<file path="src/hw/rtl/sq12_pkg.sv">
// Shared types and constants for the signed Q12 fixed-point divider.
// No dependencies; used by every RTL file of the divider.
package sq12_pkg;

    localparam int WORD_W          = 32;
    // restoring steps done between two pipeline registers
    localparam int STEPS_PER_STAGE = 4;

    typedef struct packed {
        logic signed [WORD_W-1:0] dividend;
        logic signed [WORD_W-1:0] divisor;
    } operands_t;

    typedef struct packed {
        logic signed [WORD_W-1:0] quotient;
        logic                     zero_divisor;
    } result_t;

    // control travelling alongside the datapath of each pipeline stage
    typedef struct packed {
        logic valid;
        logic negate;
        logic zero_div;
    } ctl_t;

endpackage

</file>
<file path="src/hw/rtl/sq12_post.sv">
// Output stage: applies the result sign and the zero-divisor override.
// Depends on sq12_pkg.
module sq12_post (
    input  logic                          clk,
    input  logic                          rst_n,
    input  sq12_pkg::ctl_t                ctl,
    input  logic [sq12_pkg::WORD_W-1:0]   quo,
    output logic                          done,
    output sq12_pkg::result_t             result
);

    localparam int W = sq12_pkg::WORD_W;

    logic                 done_reg;
    sq12_pkg::result_t    result_reg, result_next;

    always_comb
    begin
        if (ctl.zero_div)
        begin
            result_next.quotient = '0;
        end
        else if (ctl.negate)
        begin
            result_next.quotient = $signed(W'(0) - quo);
        end
        else
        begin
            result_next.quotient = $signed(quo);
        end
        result_next.zero_divisor = ctl.zero_div;
    end

    always_ff @(posedge clk or negedge rst_n)
    begin
        if (!rst_n)
        begin
            done_reg <= 1'b0;
        end
        else
        begin
            done_reg <= ctl.valid;
        end
    end

    always_ff @(posedge clk)
    begin
        result_reg <= result_next;
    end

    assign done   = done_reg;
    assign result = result_reg;

endmodule

</file>
<file path="config.mk">
export PLATFORM = sky130hd
export DESIGN_NAME = sq12_post
export DESIGN_NICKNAME = d
export VERILOG_FILES = /design/src/hw/rtl/sq12_pkg.sv /design/src/hw/rtl/sq12_post.sv
export SDC_FILE = /design/constraint.sdc
export NUM_CORES = 1
export LEC_CHECK = 0
export BUFFER_PORTS_ARGS = -buffer_cell sky130_fd_sc_hd__buf_2
export CORE_AREA = 2 2 71 73
export DETAILED_ROUTE_END_ITERATION = 8
export DIE_AREA = 0 0 73 75
export PLACE_DENSITY = 0.62
export SLEW_MARGIN = 20
export SYNTH_ARGS = -nofsm -noshare
export SYNTH_HDL_FRONTEND = slang
export SYNTH_SLANG_ARGS = --single-unit
export TNS_END_PERCENT = 1
</file>
<file path="constraint.sdc">
create_clock -name clk -period 0.8 [get_ports clk]
set_input_delay 0.04 -clock clk [delete_from_list [all_inputs] [get_ports clk]]
set_output_delay 0.04 -clock clk [all_outputs]
set_load 0.03 [all_outputs]
</file>
# After elaboration in Yosys (flattened, before gate mapping)
# Cells that the tools add are included.
dict set report op_classes {
  addsub 1
  muxes 1
}
# op n
set op_table {}
lappend op_table {{32-bit two-way mux} 1}
lappend op_table {{1-bit by 32-bit subtractor with 32-bit output (first input constant)} 1}
dict set report word_totals {
  reg_bits 34
  output_inout_bits 34
}

# Longest topological paths before layout
dict set report logic_depth {
  depth_word 2
  ltp_mapped 6
}

# Worst setup path before layout
# Ideal clock, no wire load.
dict set report synth_timing {
  path_kind {input to register}
  startpoint {input port quo[0] (netlist name)}
  endpoint {register result_reg, in the netlist result[25]}
  t_arrival_ps 1765
  required_ps 679
  path_slack_ps -1086
  path_stages 6
  path_cell_list {inv_1 > ha_1 > or4b_1 > or3_1 > o31ai_1 > mux2_2}
}
dict set report synth_via {
  elab_chain_cells 2
}
# item line
set synth_lines {}
lappend synth_lines {{from (decl)} sq12_post.sv:7} ;# input logic [sq12_pkg::WORD_W-1:0] quo,
lappend synth_lines {{1-bit by 32-bit subtractor with 32-bit output} sq12_post.sv:25} ;# result_next.quotient = $signed(W'(0) - quo);
lappend synth_lines {{32-bit two-way mux} sq12_post.sv:23} ;# else if (ctl.negate)
lappend synth_lines {{to (signal assigned)} sq12_post.sv:48} ;# result_reg <= result_next;
lappend synth_lines {{to (decl)} sq12_post.sv:15} ;# sq12_pkg::result_t result_reg, result_next;
# No other way between the ends.
# A chain may end at the register's enable or synchronous reset.

# Worst setup path after layout
dict set report layout_timing {
  startpoint {input port quo[4] (netlist name)}
  endpoint {register result_reg, in the netlist result[26]}
}
# Same word-level chain as after synthesis.

==> results.py <==
metrics = {
    "logic_synthesis": {
        "synth_edf_count": 0,
        "ys.flop_type": "dfxtp_1",
        "synth-warning-count": 0,
        "syn_area_um2": 1820,
        "synthTopCellsByArea": "dfxtp_1 (36%), mux2_2 (7.4%), nor2_1 (6.0%)",
        "synth_cell_types": 39,
        "synth_top_family_by_area": "simple AND/OR/NAND/NOR gates",
        "synth_top_area_cell": "dfxtp_1",
        "avgSynthCellArea_um2": 8.77,
        "ys_top_cells_by_count": "dfxtp_1 (33), nor2_1 (29), mux2_2 (12), nor2b_1 (12), or3_1 (11)",
        "synth_xor_area_share_pct": 4.82,
        "synth-adder-area-share_pct": 0.689,
        "synth_cells": 207,
        "yosysMostFrequentCell": "dfxtp_1",
        "synth.yosys.seq_area_share_pct": 37.8,
        "yosys_register_bits": 34,
        "synth.area.mux_share_pct": 8.61,
        "postSynth.asyncResetShare_pct": 2.94,
        "synth_compound_area_share_pct": 16.6,
        "yosysTopAreaCellShare_pct": 36.4,
        "yosys.area_share.simple_pct": 26.7,
        "synth_fp_nets": 245,
    },
    "global_route": {
        "overflow": 0,
        "grt_pass1_wl_mm": 8.61,
        "antenna_found_initial": 0,
        "grtUsageTotal_pct": 20.1,
        "grt_pass1_vias": 1957,
        "grt_start_max_net_pins": 18,
    },
    "floorplan": {
        "fp.coreArea_um2": 4660,
        "die_height_um": 75,
        "rows": 25,
        "die_w_um": 73,
        "num_io_pins": 71,
        "dieArea_um2": 5480,
        "initial_utilization_pct": 39.0,
    },
    "min_path": {
        "min_path_type": "primary input to flop",
        "min_to": "result[11]",
        "min-delay-start": "quo[10]",
        "hold_depth": 3,
    },
    "place": {
        "dpl.cell_count": 373,
        "numPortBuffers": 70,
        "place_congestion": 0.785,
        "dp_hpwl_mm": 3.66,
    },
    "clock_network": {
        "cts.sinks": 34,
        "clk_transition_reported_paths_ns": 0.07,
        "tritoncts": "built",
        "htree_num_levels": 2,
        "cts_made_buffers": 5,
        "cts_root_buffer": "clkbuf_8",
        "cts_buffer_depth": 2,
    },
    "finish": {
        "fin_nets": 368,
        "stdcell_count": 385,
        "multi_input_area_um2": 1200,
        "largest_reg_flops": 33,
        "insertedDiodeCount": 0,
        "fillers": 374,
        "syn_to_final_growth_pct": 71.6,
        "drive_gt1_share_pct": 58.6,
        "seqCellArea_um2": 704,
    },
    "detailed_routing": {
        "drtAntennaViolNets": 0,
        "drtPass1Iterations": 4,
        "vias": 1975,
        "wire_per_inst_um": 13.5,
        "drc": 0,
        "wl_mm": 5.21,
        "drt_iter0_drc": 65,
        "viasPerCell": 5.13,
    },
    "sta": {
        "period_needed_ns": 1.58,
        "worst_slack_ns": -0.776,
        "rsz0062_at_grt": "yes",
        "setup_viol": 29,
        "whs_ns": 0.0387,
        "fmax_mhz": 634,
        "fin_crit_sh_pct": 197,
        "hold_violations": 0,
        "tightest_slew_ns": 0.388,
        "relSlewSlack_pct": 73.9,
        "slew_violations": 0,
        "finalSetupTns_ns": -14.21,
    },
    "critical_path": {
        "crit_required_ns": 0.97,
        "startpoint_type": "primary input",
        "slowest_stage": "or4_4",
        "crit_fanout": 4,
        "worstSetupPathType": "primary input to flop",
        "crit_arrival_ns": 1.75,
        "worstSetupEndpointType": "flop",
        "max_stage_delay_ns": 0.58,
        "cp_cell_sequence": "buf_2 -> or3_4 -> or4_4 -> o41ai_4 -> mux2_1",
    },
    "pwr": {
        "p_per_area_nw_per_um2": 1540,
        "vdd_drop_max_uv": 816,
        "leakage_uw": 0.00137,
    },
    "run_status": {
        "status": "finished with violations",
        "violations": "setup timing",
    },
    "flow_run": {
        "cap_violations": 0,
    },
}
worst max-delay path by stage:
stage / startpoint / end / slack (ns) / depth (start not counted)
global placement: quo[0] / result[25] / -1.17 / 7
CTS: quo[4] / result[26] / -0.78 / 5
global route: quo[4] / result[26] / -0.82 / 5
floorplan: quo[7] / result[26] / -1.09 / 6
detailed placement: quo[0] / result[25] / -1.23 / 7
finish: quo[4] / result[26] / -0.78 / 5
area by class of cell:
cell class | count | share of cell area [%]
Clock buffer | 7 | 2.45
Clock inverter | 1 | 0.964
Inverter | 6 | 0.884
Multi-Input combinational cell | 154 | 38.5
Sequential cell | 34 | 22.6
Tap cell | 54 | 2.17
Timing Repair Buffer | 129 | 32.4
critical path: cells and delay by family:
| family | cells | cell delay [ns] |
|---|---|---|
| simple gates | 2 | 0.96 |
| compound gates | 1 | 0.30 |
| buf+inv | 1 | 0.10 |
| mux | 1 | 0.34 |
report_power, final:
part | internal (µW) | switching [µW] | total [µW]
clock network | 932 | 614 | 1550
logic | 660 | 697 | 1360
registers | 1840 | 53.4 | 1890
total | 3430 | 1360 | 4790
metrics by stage:
| step | setup slack [ns] | area, µm² | utilization (%) | power (µW) |
|---|---|---|---|---|
| 2_1_floorplan | -1.09 | 1820 | - | 2510 |
| 3_3_place_gp | -1.17 | 2600 | 55.8 | 3000 |
| 3_5_place_dp | -1.23 | 2600 | 55.8 | 3020 |
| 4_1_cts | -0.778 | 2980 | 64.0 | 4750 |
| 5_1_grt | -0.817 | 3120 | 66.8 | 5010 |
| 6_report | -0.776 | 3120 | 66.8 | 4790 |
placed cells by master (no fill, tap or decap), types with 4 or more instances in the layout:
cell type,count
nor3b_1,5
buf_6,29
xor2_1,10
nor2b_1,12
mux2_2,11
dfxtp_1,18
o41ai_2,6
nor4_1,4
a21oi_1,9
buf_4,63
buf_2,34
a31oi_1,6
nor2_1,29
or3_1,8
clkbuf_8,5
dfxtp_2,15
o21ai_2,5
nor3_1,7
nand2b_1,4
cells by family after synthesis:
group,Yosys count
AO/OA/AOI/OAI,42
XOR/XNOR,10
adder cells (fa/ha/maj),1
buffers and inverters,19
flip-flops,34
multiplexers,14
AND/OR/NAND/NOR,87
per-layer routing:
metal / track usage, % / vias to the layer above / wire length, µm
li1: - / 993 / -
met4: 7.41 / 0 / 59
met3: 3.61 / 5 / 197
met2: 36.2 / 44 / 2670
met1: 23.8 / 933 / 2280
met5: 0 / - / 0
repair_timing:
action,in CTS,in global routing
hold buffers,2,0
setup buffers,2,0
setup endpoints to repair,63,53
pin swaps,10,7
gates resized for setup,81,39
endpoints found under the hold margin,2,0
Note: power is estimated with default switching activity, not from simulation.
