`config.mk`:
```
export PLATFORM = sky130hd
export DESIGN_NAME = sq12_prep
export DESIGN_NICKNAME = d
export VERILOG_FILES = /design/src/hw/rtl/sq12_pkg.sv /design/src/hw/rtl/sq12_prep.sv
export SDC_FILE = /design/constraint.sdc
export NUM_CORES = 1
export LEC_CHECK = 0
export BUFFER_PORTS_ARGS = -buffer_cell sky130_fd_sc_hd__buf_2
export CORE_ASPECT_RATIO = 1.2
export CORE_MARGIN = 1.5
export CORE_UTILIZATION = 50
export CTS_BUF_LIST = sky130_fd_sc_hd__clkbuf_4 sky130_fd_sc_hd__clkbuf_8 sky130_fd_sc_hd__clkbuf_16
export CTS_CLUSTER_DIAMETER = 30
export CTS_CLUSTER_SIZE = 10
export DETAILED_ROUTE_END_ITERATION = 10
export PLACE_DENSITY = 0.95
export SLEW_MARGIN = 15
export SYNTH_ARGS = -nofsm -noshare
export SYNTH_HDL_FRONTEND = slang
export SYNTH_SLANG_ARGS = --single-unit
```
`constraint.sdc`:
```
create_clock -name clk -period 0.8 [get_ports clk]
set_input_delay 0.08 -clock clk [delete_from_list [all_inputs] [get_ports clk]]
set_output_delay 0.08 -clock clk [all_outputs]
set_load 0.05 [all_outputs]
```
`src/hw/rtl/sq12_pkg.sv`:
```
// Shared types and constants for the signed Q12 fixed-point divider.
// No dependencies; used by every RTL file of the divider.
package sq12_pkg;

    localparam int WORD_W          = 32;
    // restoring steps done between two pipeline registers
    localparam int STEPS_PER_STAGE = 4;

    typedef struct packed {
        logic signed [WORD_W-1:0] dividend;
        logic signed [WORD_W-1:0] divisor;
    } operands_t;

    typedef struct packed {
        logic signed [WORD_W-1:0] quotient;
        logic                     zero_divisor;
    } result_t;

    // control travelling alongside the datapath of each pipeline stage
    typedef struct packed {
        logic valid;
        logic negate;
        logic zero_div;
    } ctl_t;

endpackage

```
`src/hw/rtl/sq12_prep.sv`:
```
// Input stage: operand magnitudes, sign of result and zero-divisor flag.
// Depends on sq12_pkg.
module sq12_prep #(
    parameter int FRACTION_BITS = 12,
    parameter int PAD_W         = 44
) (
    input  logic                          clk,
    input  logic                          rst_n,
    input  logic                          load,
    input  sq12_pkg::operands_t           operands,
    output sq12_pkg::ctl_t                ctl,
    output logic [PAD_W-1:0]              num,
    output logic [sq12_pkg::WORD_W-1:0]   den
);

    localparam int W = sq12_pkg::WORD_W;

    sq12_pkg::ctl_t     ctl_reg, ctl_next;
    logic [PAD_W-1:0]   num_reg, num_next;
    logic [W-1:0]       den_reg, den_next;
    logic [W-1:0]       mag_n, mag_d;

    always_comb
    begin
        // most negative value maps to 2^31 as an unsigned magnitude
        mag_n = operands.dividend[W-1] ? (W'(0) - W'(operands.dividend))
                                       : W'(operands.dividend);
        mag_d = operands.divisor[W-1]  ? (W'(0) - W'(operands.divisor))
                                       : W'(operands.divisor);
        num_next          = {{(PAD_W-W){1'b0}}, mag_n} << FRACTION_BITS;
        den_next          = mag_d;
        ctl_next.valid    = load;
        ctl_next.negate   = operands.dividend[W-1] ^ operands.divisor[W-1];
        ctl_next.zero_div = (mag_d == '0);
    end

    always_ff @(posedge clk or negedge rst_n)
    begin
        if (!rst_n)
        begin
            ctl_reg <= '0;
        end
        else
        begin
            ctl_reg <= ctl_next;
        end
    end

    always_ff @(posedge clk)
    begin
        num_reg <= num_next;
        den_reg <= den_next;
    end

    assign ctl = ctl_reg;
    assign num = num_reg;
    assign den = den_reg;

endmodule

```
==> results of run 1 <==
==> Yosys cell counts, types with 6 or more instances <==
cell      count  share of area
dfxtp_1      64           0.42
xnor2_1      51           0.15
o21ai_0      21          0.035
nand2_1      16          0.020
buf_4        12          0.030
o31ai_1      12          0.030
o41ai_1      11          0.032
inv_1         9          0.011
nor3_1        8          0.013
or4_1         8          0.020
xor2_1        7          0.020
clkbuf_1      6         0.0074
nand2b_1      6          0.012
nor4_1        6          0.012
==> stage by stage <==
stage | hold WS [ns] | setup TNS, ns | util
floorplan | -0.216 | -39.28 | -
global placement | -0.118 | -51.81 | 0.847
detailed placement | -0.119 | -55.29 | 0.847
==> kinds of logic after synthesis <==
family | Yosys count | share of synthesized area
and+or+nand+nor | 84 | 0.181
other | 1 | 0.00123
buffers and inverters | 29 | 0.0506
AOI/OAI and AO/OA | 59 | 0.142
xor gates and xnor gates | 58 | 0.167
DFF | 67 | 0.446
adders and majority gates | 3 | 0.0123
==> results.py, run 1 <==
metrics = {
    "floorplanning": {
        "io_pins": 146,
        "start_util": 0.526,
        "die_h_um": 88.4,
        "rows": 30,
        "die_w_um": 74.2,
    },
    "cts": {
        "cts_made_buffers": 9,
        "post_cts_buffers": 23,
        "cts.path.max_buffers": 2,
        "clock_sinks": 67,
        "ctsHoldBuffers": 10,
        "cts_resized": 369,
        "htree_levels": 3,
        "root_buffer": "clkbuf_8",
    },
    "yosys": {
        "ys_ff_latch": 67,
        "ys_async_sr_fraction": 0.0448,
        "synthFlopType": "dfxtp_1",
        "synth_edf_count": 0,
        "synth.avg_cell_area_sq_um": 10.1,
        "syn_inst": 301,
        "yosysWarningCount": 0,
        "netlist_area_sq_um": 3040,
        "synth_cell_type_count": 48,
        "ys_seq_area_frac": 0.446,
    },
    "run_status": {
        "failing_step": "clock tree synthesis",
        "status": "aborted with a tool error",
        "error_line": "[ERROR DPL-0038] Utilization greater than 100%, impossible to legalize",
    },
    "placement": {
        "place_area_sq_um": 4900,
        "dp.cells": 620,
        "place_ws_ns": -1.67,
        "gp_congestion": 0.818,
        "numPortBuffers": 133,
        "place_hpwl_mm": 8.71,
    },
}
==> inputs of run 2 (changes only) <==
==> config.mk (replaced) <==
export PLATFORM = sky130hd
export DESIGN_NAME = sq12_prep
export DESIGN_NICKNAME = d
export VERILOG_FILES = /design/src/hw/rtl/sq12_pkg.sv /design/src/hw/rtl/sq12_prep.sv
export SDC_FILE = /design/constraint.sdc
export NUM_CORES = 1
export LEC_CHECK = 0
export BUFFER_PORTS_ARGS = -buffer_cell sky130_fd_sc_hd__buf_2
export CORE_MARGIN = 1.5
export CORE_UTILIZATION = 35
export DETAILED_ROUTE_END_ITERATION = 10
export PLACE_DENSITY_LB_ADDON = 0.15
export SLEW_MARGIN = 15
export SYNTH_ARGS = -nofsm -noshare
export SYNTH_HDL_FRONTEND = slang
export SYNTH_SLANG_ARGS = --single-unit
==> run 2 against run 1 <==
  * The flow now finishes, with violations (negative setup slack)
  * Synthesized cell count stayed put
  * Area after synthesis stayed put
==> results.py, run 2 <==
metrics = {
    "final_layout": {
        "multi_input_area_sq_um": 2410,
        "final_cell_mix": "buf_4 (113), dfxtp_2 (63), buf_6 (62), buf_8 (55), buf_2 (54)",
        "nFillCells": 427,
        "regArea_sq_um": 1440,
        "num_antenna_cells": 0,
        "layout-drive-gt1-share": 0.782,
        "final_cells": 711,
        "final_net_count": 671,
        "syn_to_final_growth_pct": 132,
        "finish.utilization": 0.850,
        "final_common_cell": "buf_4",
    },
    "detailed_routing": {
        "drtAntennaViolNets": 0,
        "routed.top_layer": "met4",
        "wl_met3_um": 662,
        "drc": 0,
        "dr.pass1.iters": 4,
        "met1_length_mm": 4.92,
        "dr_wl_met2_mm": 7.19,
        "viasPerCell": 5.08,
        "vias": 3609,
        "routedWlPerCell_um": 18.4,
        "routed_wirelength_mm": 13.1,
        "drt_iter0_markers": 96,
    },
    "yosys": {
        "yosysWarningCount": 0,
        "synth_top_family_by_area": "simple AND/OR/NAND/NOR gates",
        "ys_async_sr_fraction": 0.0448,
        "ys_seq_area_frac": 0.446,
        "syn_inst": 301,
        "netlist_area_sq_um": 3040,
        "synth_adder_area_share": 0.0123,
        "synthFlopType": "dfxtp_1",
        "synth_most_common_cell": "dfxtp_1",
        "synth-compound-area-share": 0.142,
        "synth_area_leaders": "dfxtp_1 (42%), xnor2_1 (15%), o21ai_0 (3.5%)",
        "yosys-top-cells-count": "dfxtp_1 (64), xnor2_1 (51), o21ai_0 (21)",
        "synth_area_leader_cell": "dfxtp_1",
        "synth.avg_cell_area_sq_um": 10.1,
        "synthSimpleGateAreaFrac": 0.181,
        "synth_cell_type_count": 48,
        "synth_edf_count": 0,
        "ys_ff_latch": 67,
        "synth_mux_area_frac": 0,
        "yosysTopAreaCellShare": 0.421,
        "synth-xor-area-share": 0.167,
    },
    "min_path": {
        "hold_path.class": "in2reg",
        "hold_start": "operands[37]",
        "min_path_cells": 3,
        "min_to": "num[17]$_DFF_P_",
    },
    "floorplanning": {
        "die-area_sq_um": 9260,
        "die_w_um": 96.2,
        "rows": 33,
        "core_sq_um": 8300,
        "die_h_um": 96.2,
        "io_pins": 146,
        "start_util": 0.367,
    },
    "worst_setup_path": {
        "crit_start": "operands[10]",
        "worstPathMaxFanout": 7,
        "cp_cell_sequence": "buf_6, nor4_4, buf_4, nand2_8, buf_6, or3_4, buf_6, nand2_4, xnor2_4, a2111oi_0, and4_1",
        "critical_path_class": "in2reg",
        "cp_slowest_cell": "a2111oi_0",
        "endpoint_kind": "register",
        "path_buf_inv": 4,
        "crit_top_cell": "buf_6",
        "path_delay_family": "simple AND/OR/NAND/NOR gates",
        "startpoint_type": "input pin",
        "worstPathRequired_ns": 1.08,
        "critPathMaxStageDelay_ns": 0.54,
        "cp.arrival_ns": 2.40,
    },
    "timing": {
        "tightest_slew_ns": 0.550,
        "final_max_slew_viol_count": 0,
        "setup_viol": 122,
        "rsz0062_at_grt": "yes",
        "fin_crit_ns": 2.13,
        "finalHoldViolCount": 0,
        "fin_crit_sh": 2.66,
        "setup_slack_ns": -1.33,
        "slew_headroom": 0.624,
        "fmax_ghz": 0.470,
    },
    "grt": {
        "antenna_found_initial": 0,
        "grt_pass1_vias": 3666,
        "grt-ovfl-total": 0,
        "grt_max_degree": 23,
        "grt.total_usage": 0.242,
        "grt_pass1_wl_mm": 17.0,
    },
    "cts": {
        "cts.path.max_buffers": 2,
        "cts_made_buffers": 9,
        "clock_sinks": 67,
        "root_buffer": "clkbuf_8",
        "htree_levels": 3,
        "cts_tree": "yes",
        "path_clk_slew_ns": 0.08,
    },
    "pwr": {
        "pwr-share-comb": 0.388,
        "ir_worst_vdd_mv": 1.01,
        "p_per_area_nw_per_um2": 1590,
        "intPower_w": 0.00724,
        "p_leak_nw": 3.12,
        "pwr-share-clk": 0.258,
        "switching_share": 0.354,
        "p_sw_w": 0.00397,
        "power_w": 0.0112,
        "seqPwrFrac": 0.354,
    },
    "placement": {
        "place_hpwl_mm": 6.82,
        "gp_congestion": 0.798,
        "numPortBuffers": 133,
        "dp.cells": 652,
    },
    "run_status": {
        "status": "finished, violations left",
        "violations": "negative setup slack",
    },
    "job": {
        "maxCapViolations": 0,
    },
}
[run 2: power groups by stage]
stage / Combinational (W) / Sequential (W) / Clock [W]
after floorplan: 0.000794 / 0.00504 / 0
after global placement: 0.00311 / 0.00383 / 0
after detailed placement: 0.00314 / 0.00383 / 0
after CTS: 0.00397 / 0.00393 / 0.00294
after global routing: 0.00452 / 0.00400 / 0.00310
final: 0.00435 / 0.00397 / 0.00289
[run 2: worst max path at each step]
stage	to	slack, ns	cells after the start
after floorplan	num[37]$_DFF_P_	-1.44	6
after global placement	num[37]$_DFF_P_	-1.58	7
after detailed placement	num[37]$_DFF_P_	-1.60	7
after CTS	num[37]$_DFF_P_	-1.18	7
after global routing	ctl[0]$_DFF_PN0_	-1.38	11
final	ctl[0]$_DFF_PN0_	-1.33	11
[run 2: through the flow]
step | hold WS (ns) | TNS [ns] | setup slack [ns] | area (sq um)
after floorplan | -0.216 | -39.28 | -1.44 | 3370
after global placement | -0.116 | -53.27 | -1.58 | 4940
after detailed placement | -0.115 | -54.29 | -1.60 | 4940
after CTS | 0.00407 | -38.78 | -1.18 | 6580
after global routing | 0.00989 | -46.31 | -1.38 | 7050
final | 0.0353 | -42.36 | -1.33 | 7050
[run 2: cells by family after synthesis]
logic type,Yosys count
and+or+nand+nor,84
DFF,67
AOI/OAI and AO/OA,59
xor gates and xnor gates,58
buffers and inverters,29
adders and majority gates,3
other,1
[run 2: area by class of cell]
type | count | area share
clock buffers | 12 | 0.0206
flip-flops and latches | 67 | 0.204
well taps | 105 | 0.0186
inverters | 9 | 0.00799
clock inverters | 4 | 0.00710
repair buffers | 298 | 0.400
multi-input cells | 216 | 0.342
[run 2: layer usage]
metal | global-route usage | vias to the layer above
met2 | 0.465 | 152
met3 | 0.0569 | 27
met4 | 0.0809 | 0
met5 | 0 | -
li1 | - | 1663
met1 | 0.255 | 1767
[run 2: what timing repair did]
item / in CTS / in global routing
setup buffers: 27 / 16
gates resized for setup: 331 / 83
endpoints found under the setup margin: 122 / 125
endpoints found under the hold margin: 12 / 0
hold buffers: 10 / 0
pin swaps: 50 / 38
cloned: 0 / 0
(Power assumes the default switching activity.)
