`src/hw/rtl/sq12_pkg.sv`:
```
// Shared types and constants for the signed Q12 fixed-point divider.
// No dependencies; used by every RTL file of the divider.
package sq12_pkg;

    localparam int WORD_W          = 32;
    // restoring steps done between two pipeline registers
    localparam int STEPS_PER_STAGE = 4;

    typedef struct packed {
        logic signed [WORD_W-1:0] dividend;
        logic signed [WORD_W-1:0] divisor;
    } operands_t;

    typedef struct packed {
        logic signed [WORD_W-1:0] quotient;
        logic                     zero_divisor;
    } result_t;

    // control travelling alongside the datapath of each pipeline stage
    typedef struct packed {
        logic valid;
        logic negate;
        logic zero_div;
    } ctl_t;

endpackage

```
`src/hw/rtl/sq12_div_stage.sv`:
```
// One pipeline stage of the restoring divider: STEPS_PER_STAGE quotient bits.
// Depends on sq12_pkg.
module sq12_div_stage #(
    parameter int PAD_W = 44
) (
    input  logic                          clk,
    input  logic                          rst_n,
    input  sq12_pkg::ctl_t                ctl_in,
    input  logic [PAD_W-1:0]              num_in,
    input  logic [sq12_pkg::WORD_W-1:0]   den_in,
    input  logic [sq12_pkg::WORD_W-1:0]   rem_in,
    input  logic [sq12_pkg::WORD_W-1:0]   quo_in,
    output sq12_pkg::ctl_t                ctl_out,
    output logic [PAD_W-1:0]              num_out,
    output logic [sq12_pkg::WORD_W-1:0]   den_out,
    output logic [sq12_pkg::WORD_W-1:0]   rem_out,
    output logic [sq12_pkg::WORD_W-1:0]   quo_out
);

    localparam int W = sq12_pkg::WORD_W;
    localparam int K = sq12_pkg::STEPS_PER_STAGE;

    sq12_pkg::ctl_t     ctl_reg;
    logic [PAD_W-1:0]   num_reg, num_next;
    logic [W-1:0]       den_reg;
    logic [W-1:0]       rem_reg, rem_next;
    logic [W-1:0]       quo_reg, quo_next;
    logic [W:0]         trial, diff;

    // remainder stays below the divisor, so trial < 2*den fits W+1 bits
    always_comb
    begin
        rem_next = rem_in;
        num_next = num_in;
        quo_next = quo_in;
        trial    = '0;
        diff     = '0;
        for (int i = 0; i < K; i++)
        begin
            trial    = {rem_next, num_next[PAD_W-1]};
            num_next = num_next << 1;
            diff     = trial - {1'b0, den_in};
            if (!diff[W])
            begin
                rem_next = diff[W-1:0];
                quo_next = {quo_next[W-2:0], 1'b1};
            end
            else
            begin
                rem_next = trial[W-1:0];
                quo_next = {quo_next[W-2:0], 1'b0};
            end
        end
    end

    always_ff @(posedge clk or negedge rst_n)
    begin
        if (!rst_n)
        begin
            ctl_reg <= '0;
        end
        else
        begin
            ctl_reg <= ctl_in;
        end
    end

    always_ff @(posedge clk)
    begin
        num_reg <= num_next;
        den_reg <= den_in;
        rem_reg <= rem_next;
        quo_reg <= quo_next;
    end

    assign ctl_out = ctl_reg;
    assign num_out = num_reg;
    assign den_out = den_reg;
    assign rem_out = rem_reg;
    assign quo_out = quo_reg;

endmodule

```
`config.mk`:
```
export PLATFORM = sky130hd
export DESIGN_NAME = sq12_div_stage
export DESIGN_NICKNAME = d
export VERILOG_FILES = /design/src/hw/rtl/sq12_pkg.sv /design/src/hw/rtl/sq12_div_stage.sv
export SDC_FILE = /design/constraint.sdc
export NUM_CORES = 1
export LEC_CHECK = 0
export BUFFER_PORTS_ARGS = -buffer_cell sky130_fd_sc_hd__buf_2
export CORE_MARGIN = 2
export CORE_UTILIZATION = 57
export DETAILED_ROUTE_END_ITERATION = 8
export PLACE_DENSITY = 0.85
export SLEW_MARGIN = 25
export SYNTH_ARGS = -nofsm -noshare
export SYNTH_HDL_FRONTEND = slang
export SYNTH_SLANG_ARGS = --single-unit
```
`constraint.sdc`:
```
create_clock -name clk -period 1 [get_ports clk]
set_input_delay 0.15 -clock clk [delete_from_list [all_inputs] [get_ports clk]]
set_output_delay 0.15 -clock clk [all_outputs]
set_load 0.01 [all_outputs]
```
==> impl_metrics.py, run 1 <==
metrics = {
    "yosys": {
        "postSynth.topFlopCell": "dfxtp_1",
        "netlist_instances": 1273,
        "synth.cells.most_frequent": "dfxtp_1 (136), ha_1 (128), a21oi_1 (113)",
        "netlist_top_cells_area": "dfxtp_1 (24%), ha_1 (14%), a21o_1 (5.7%)",
        "ys_seq_elements": 139,
        "yosys.cell_types.count": 85,
        "yosysMostFrequentCell": "dfxtp_1",
        "ys_warn_count": 0,
        "yosys.area.top_type": "dfxtp_1",
        "synth.top_cell.area_share_pct": 24.5,
        "ys_seq_area_share_pct": 25.1,
        "mappedNetlistArea_um2": 11100,
        "synth_edf_count": 0,
        "async_flop_share_pct": 2.16,
        "syn_area_per_cell_um2": 8.74,
    },
    "clocking": {
        "post_cts.repair.setup_buffers": 33,
        "cts.repair.resized": 264,
        "cts-buffers-inserted": 17,
        "cts_hold_buffers": 104,
        "cts.root.buffer_cell": "clkbuf_16",
        "tritoncts_num_sinks": 139,
        "cts.path.max_buffers": 2,
        "h-tree-depth": 4,
    },
    "outcome": {
        "toolErrorMsg": "[ERROR DPL-0038] Utilization greater than 100%, impossible to legalize",
        "run_status": "stopped before the end",
        "stop_stage": "clock tree synthesis",
    },
    "floorplan": {
        "core.rowCount": 51,
        "floorplan.initialDensity_pct": 57.5,
        "die-width_um": 144,
        "die_h_um": 144,
        "ios": 288,
    },
    "placed_design": {
        "place.gp.congestion": 0.981,
        "detailed_place_hpwl_um": 40500,
        "port_buffers": 279,
    },
}
-- metrics by stage --
stage                     hold WS [ps]  setup WS, ps  setup TNS [ps]  cells  area, µm²
after floorplan                   -146         -9200         -311380   1276      11600
after detailed placement         -53.8        -10660         -359570   2308      17000
after global placement           -55.1         -9670         -327560   2308      17000
-- logic make-up after synthesis --
| kind of cell | after synthesis | share of synthesized area [%] |
|---|---|---|
| mux | 54 | 5.44 |
| buf+inv | 97 | 4.08 |
| other cells | 1 | 0.0337 |
| simple gates | 285 | 13.1 |
| flops | 139 | 25.1 |
| compound gates | 445 | 27.5 |
| fa+ha+maj | 132 | 15.1 |
| xor+xnor | 120 | 9.58 |
==> run 2: changes to the inputs <==
- CORE_UTILIZATION: 57 -> 40
- PLACE_DENSITY: 0.85 -> default
- PLACE_DENSITY_LB_ADDON: default -> 0.15
==> impl_metrics.py, run 2 <==
metrics = {
    "outcome": {
        "run_status": "finished, violations left",
        "failed_checks": "negative setup slack",
    },
    "yosys": {
        "synth.cells.most_frequent": "dfxtp_1 (136), ha_1 (128), a21oi_1 (113)",
        "ys_seq_elements": 139,
        "postSynth.topFlopCell": "dfxtp_1",
        "largest_family_of_logic_cells_by_synthesized_area": "compound AO/OA/AOI/OAI gates",
        "synth.top_cell.area_share_pct": 24.5,
        "syn_area_per_cell_um2": 8.74,
        "netlist_top_cells_area": "dfxtp_1 (24%), ha_1 (14%), a21o_1 (5.7%)",
        "yosys.area.top_type": "dfxtp_1",
        "yosys.area_share.xor_xnor_pct": 9.58,
        "ys_seq_area_share_pct": 25.1,
        "netlist_instances": 1273,
        "yosys.cell_types.count": 85,
        "yosysMostFrequentCell": "dfxtp_1",
        "post_synth_and_or_nand_nor_area_fraction_pct": 13.1,
        "async_flop_share_pct": 2.16,
        "synth_edf_count": 0,
        "ys_warn_count": 0,
        "synthesized_area_fraction_occupied_by_adder_cells_pct": 15.1,
        "yosys-mux-area-fraction_pct": 5.44,
        "compound_gate_portion_of_the_synthesized_area_pct": 27.5,
        "mappedNetlistArea_um2": 11100,
    },
    "clocking": {
        "cts.root.buffer_cell": "clkbuf_16",
        "cts.path.max_buffers": 2,
        "h-tree-depth": 4,
        "tritoncts_num_sinks": 139,
        "cts.clk_slew.worst_paths_ps": 70,
        "cts-buffers-inserted": 17,
        "tritoncts": "done",
    },
    "drt": {
        "final_wl_um": 46900,
        "count_of_tritonroute_iterations_in_the_first_routing_pass": 5,
        "post_detailed_route_drc_marker_count": 0,
        "via_density_per_instance": 5.17,
        "via_count": 13600,
        "routed_wire_length_per_instance_um": 17.9,
        "detail-route-antenna-nets": 0,
        "drtIter0Drc": 765,
    },
    "timing": {
        "finalSetupTns_ps": -310380,
        "rsz0062_at_grt": "yes",
        "max_slew.worst_pin.slew_ps": 749,
        "slew-limit-headroom_pct": 49.7,
        "maxSlewViolCount": 0,
        "period_minus_slack_ps": 10040,
        "post-route-worst-setup-slack_ps": -9040,
        "final.period_utilization_pct": 1000,
        "setup-violations-final": 175,
        "fmax_ghz": 0.0996,
        "final_count_of_hold_timing_violations": 0,
    },
    "worst_setup_path": {
        "worstSetupPathType": "input port to register",
        "worst-path-max-fanout": 7,
        "critical-path-top-delay-family": "compound AO/OA/AOI/OAI gates",
        "critical-path-slowest-cell": "fa_2",
        "critical_path_buf_inv_count": 12,
        "endpoint_kind": "register",
        "worstSetupStartpointType": "input port",
        "worst-endpoint-arrival_ps": 10370,
        "cpPeakStageDelay_ps": 380,
        "critical_path_required_ps": 1330,
    },
    "layout": {
        "fin_area_um2": 20800,
        "final_layout_size_suffix_gt1_share_pct": 54.0,
        "finish.cell_count_without_fillers": 2627,
        "layout-area-overhead-vs-synth_pct": 86.6,
        "num_antenna_cells": 0,
        "final_cell_mix": "buf_4 (560), buf_2 (188), dlygate4sd3_1 (105)",
        "layout.nets": 2513,
        "largest_reg_flops": 40,
        "mostFrequentLayoutCell": "buf_4",
    },
    "power_and_ir_drop": {
        "p_per_area_nw_per_um2": 4480,
        "power.switching_mw": 39.6,
        "power_frac_seq_pct": 8.4,
        "power.ir.vdd_worst_mv": 3.63,
        "finalPower_mw": 93.1,
        "power_leakage_nw": 10.2,
        "part_of_the_power_in_the_clock_network_pct": 6.8,
        "p_sw_share_pct": 42.5,
        "power_report.internal_total_mw": 53.5,
        "share_comb_of_total_power_pct": 84.8,
    },
    "placed_design": {
        "detailed_place_hpwl_um": 34000,
        "place_inst": 2425,
        "placement.setup.worst_slack_ps": -10300,
        "place.gp.congestion": 0.920,
        "dpl_cell_area_um2": 17200,
        "port_buffers": 279,
    },
    "worst_hold_path": {
        "worst_hold_path.endpoint": "rem_out[1]",
        "whs_path_depth": 3,
        "hold_path.class": "input port to register",
        "hold_path_startpoint": "num_in[41]",
    },
    "floorplan": {
        "coreArea_um2": 27600,
        "core.rowCount": 61,
        "die-width_um": 171,
        "ios": 288,
        "die-area_um2": 29200,
        "die_h_um": 171,
        "floorplan.initialDensity_pct": 40.4,
    },
    "global_route": {
        "grt_overflow_total": 0,
        "grt_antenna_before_repair": 0,
        "grt.total_usage_pct": 30.2,
        "number_of_global_route_vias_before_repair": 13300,
        "grt_start_max_net_pins": 34,
        "grt_first_pass_wirelength_um": 68900,
    },
    "job": {
        "drv_cap": 0,
    },
}
## run 2: cell counts after synthesis
No cell type changed its count.
## run 2: cells by family after synthesis
kind of cell / count (synthesis)
AOI/OAI and AO/OA: 445
and+or+nand+nor: 285
DFF: 139
adders and majority gates: 132
xor gates and xnor gates: 120
buffers and inverters: 97
muxes: 54
other: 1
## run 2: through the flow
| step | utilization (%) | hold WS (ps) |
|---|---|---|
| finish | 75.4 | 48.0 |
| global route | 75.4 | 62.7 |
| global placement | 62.4 | -50.9 |
| floorplan | - | -146 |
| CTS | 72.7 | 31.3 |
| detailed placement | 62.4 | -49.6 |
## run 2: repair_timing
| action | CTS | global route |
|---|---|---|
| resized for setup | 213 | 158 |
| endpoints found under the hold margin | 107 | 0 |
| setup endpoints to repair | 175 | 175 |
| pin swaps | 77 | 36 |
| buffers inserted | 48 | 15 |
| hold buffers | 105 | 0 |
| gates cloned | 4 | 1 |
## run 2: cell type report
cell class / count / area (µm²)
multi-input cells: 1042 / 8900
repair buffers: 971 / 7650
fillers: 1941 / 6790
flip-flops and latches: 139 / 2910
well taps: 378 / 473
clock buffers: 19 / 443
inverters: 65 / 258
clock inverters: 13 / 129
## run 2: how the worst max path moves through the flow
stage / startpoint / endpoint / slack (ps) / depth (start not counted)
final: num_in[43] / rem_out[23] / -9040 / 56
after global routing: num_in[43] / rem_out[14] / -9430 / 59
after CTS: num_in[43] / rem_out[13] / -8930 / 57
after detailed placement: num_in[43] / rem_out[13] / -10300 / 58
after global placement: num_in[43] / rem_out[27] / -10070 / 56
after floorplan: den_in[13] / rem_out[12] / -9200 / 50
## run 2: metal layers
metal	global-route usage, %	vias up	part of all wire [%]
met4	10.3	0	3.0
met5	0	-	0
met1	39.2	6344	44
li1	-	6641	-
met3	3.91	87	6.1
met2	51.6	503	47
## run 2: power by group through the flow
stage	Clock (mW)	Combinational (mW)	Sequential, mW
detailed placement	0	65.7	7.58
finish	6.34	79.0	7.80
CTS	6.34	75.1	7.73
global route	6.59	84.7	7.87
global placement	0	64.5	7.59
floorplan	0	39.8	7.92
## run 2: worst min-delay path, stage by stage
cell,delay (ps)
buf_2,90
buf_4,100
a221o_1,120
(Power assumes the default switching activity.)
==> run 3: changes to the inputs <==
- clock period: 1 -> 10.8 ns (I/O delays scaled with it)
==> impl_metrics.py, run 3 (same netlist as run 2, synthesis figures left out) <==
metrics = {
    "outcome": {
        "run_status": "finished, violations left",
        "failed_checks": "negative setup slack",
    },
    "layout": {
        "layout.nets": 2377,
        "multi_input_area_um2": 8870,
        "largest_reg_flops": 40,
        "final_layout_size_suffix_gt1_share_pct": 51.1,
        "filler_cell_count": 2250,
        "mostFrequentLayoutCell": "buf_4",
        "layout-area-overhead-vs-synth_pct": 68.1,
        "num_antenna_cells": 0,
        "layout.area.seq_um2": 2800,
        "final_cell_mix": "buf_4 (534), buf_2 (279), dfxtp_1 (136)",
    },
    "global_route": {
        "grt_first_pass_wirelength_um": 63000,
        "grt.total_usage_pct": 27.8,
        "grt_antenna_before_repair": 0,
        "number_of_global_route_vias_before_repair": 12200,
        "grt_start_max_net_pins": 34,
        "grt_overflow_total": 0,
    },
    "floorplan": {
        "die-width_um": 171,
        "die-area_um2": 29200,
        "coreArea_um2": 27600,
        "die_h_um": 171,
        "floorplan.initialDensity_pct": 40.4,
        "ios": 288,
        "core.rowCount": 61,
    },
    "drt": {
        "post_detailed_route_drc_marker_count": 0,
        "drtIter0Drc": 755,
        "via_count": 12800,
        "routed_wire_length_per_instance_um": 17.1,
        "final_wl_um": 42500,
        "detail-route-antenna-nets": 0,
        "count_of_tritonroute_iterations_in_the_first_routing_pass": 5,
        "via_density_per_instance": 5.16,
    },
    "clocking": {
        "cts.clk_slew.worst_paths_ps": 70,
        "h-tree-depth": 4,
        "tritoncts_num_sinks": 139,
        "cts.root.buffer_cell": "clkbuf_16",
        "cts-buffers-inserted": 17,
        "tritoncts": "done",
        "cts.path.max_buffers": 2,
        "cts_hold_buffers": 0,
    },
    "worst_setup_path": {
        "critical_path_required_ps": 11120,
        "endpoint_kind": "register",
        "cpMostUsedCell": "buf_4",
        "worst-path-max-fanout": 8,
        "critical-path-slowest-cell": "a2111o_1",
        "worstSetupPathType": "input port to register",
        "worst-endpoint-arrival_ps": 11870,
        "cpPeakStageDelay_ps": 400,
        "worstSetupStartpointType": "input port",
    },
    "power_and_ir_drop": {
        "finalPower_mw": 8.23,
        "power_leakage_nw": 9.38,
        "p_per_area_nw_per_um2": 440,
        "power.ir.vdd_worst_mv": 0.362,
    },
    "timing": {
        "maxSlewViolCount": 0,
        "rsz0062_at_grt": "yes",
        "worst_hold_slack_ps": 978,
        "period_minus_slack_ps": 11560,
        "final.period_utilization_pct": 107,
        "slew-limit-headroom_pct": 61.2,
        "final_count_of_hold_timing_violations": 0,
        "fmax_ghz": 0.0865,
        "post-route-worst-setup-slack_ps": -758,
        "setup-violations-final": 33,
        "max_slew.worst_pin.slew_ps": 580,
    },
    "placed_design": {
        "placement.setup.worst_slack_ps": -1770,
        "place.gp.congestion": 0.913,
        "port_buffers": 279,
        "detailed_place_hpwl_um": 33800,
    },
    "job": {
        "drv_cap": 0,
    },
    "worst_hold_path": {
        "hold_path.class": "input port to asynchronous set/reset pin",
    },
}
## run 3: repair_timing
item | 4_1_cts | 5_1_grt
endpoints found under the setup margin | 33 | 33
gates resized for setup | 67 | 95
pin swaps | 19 | 46
gates cloned | 6 | 3
buffers inserted | 19 | 20
## run 3: worst max-delay path by stage
stage | start | depth (start not counted) | slack, ps | to
after detailed placement | num_in[43] | 50 | -1770 | rem_out[8]
after floorplan | den_in[13] | 50 | -870 | rem_out[12]
after CTS | num_in[43] | 52 | -660 | rem_out[25]
final | den_in[13] | 54 | -760 | rem_out[5]
after global placement | num_in[43] | 52 | -1410 | rem_out[4]
after global routing | den_in[13] | 53 | -1110 | rem_out[19]
## run 3: worst max-delay path: cells and delay by family
family	cells	cell delay (ps)
and+or+nand+nor	9	1510
muxes	1	300
AOI/OAI and AO/OA	27	5790
adders and majority gates	4	1020
buffers and inverters	13	1610
## run 3: metal layers
layer | wire length, µm | vias up | GRT usage (%)
met5 | 0 | - | 0
met4 | 1140 | 0 | 7.88
met3 | 2620 | 74 | 3.19
met2 | 20100 | 464 | 48.2
met1 | 18700 | 5937 | 36.2
li1 | - | 6374 | -
## run 3: report_power, final
part | switching [mW] | internal (mW) | total (mW) | leakage [nW]
clock network | 0.261 | 0.377 | 0.637 | 0.303
logic | 3.29 | 3.62 | 6.90 | 7.89
registers | 0.0307 | 0.659 | 0.690 | 1.18
total | 3.58 | 4.65 | 8.23 | 9.38
## run 3: layout make-up
type	count	area share, %
Inverter	65	1.36
Sequential cell	139	15.0
Timing Repair Buffer	833	30.4
Multi-Input combinational cell	1044	47.5
Clock inverter	13	0.970
Tap cell	378	2.53
Clock buffer	19	2.37
## run 3: through the flow
| step | util (%) | TNS, ps | area [µm²] | std cells |
|---|---|---|---|---|
| finish | 67.9 | -20180 | 18700 | 2491 |
| global route | 67.9 | -32150 | 18700 | 2491 |
| CTS | 66.0 | -17730 | 18200 | 2471 |
| detailed placement | 61.8 | -54760 | 17000 | 2414 |
| global placement | 61.8 | -43770 | 17000 | 2414 |
| floorplan | - | -26240 | 11600 | 1276 |
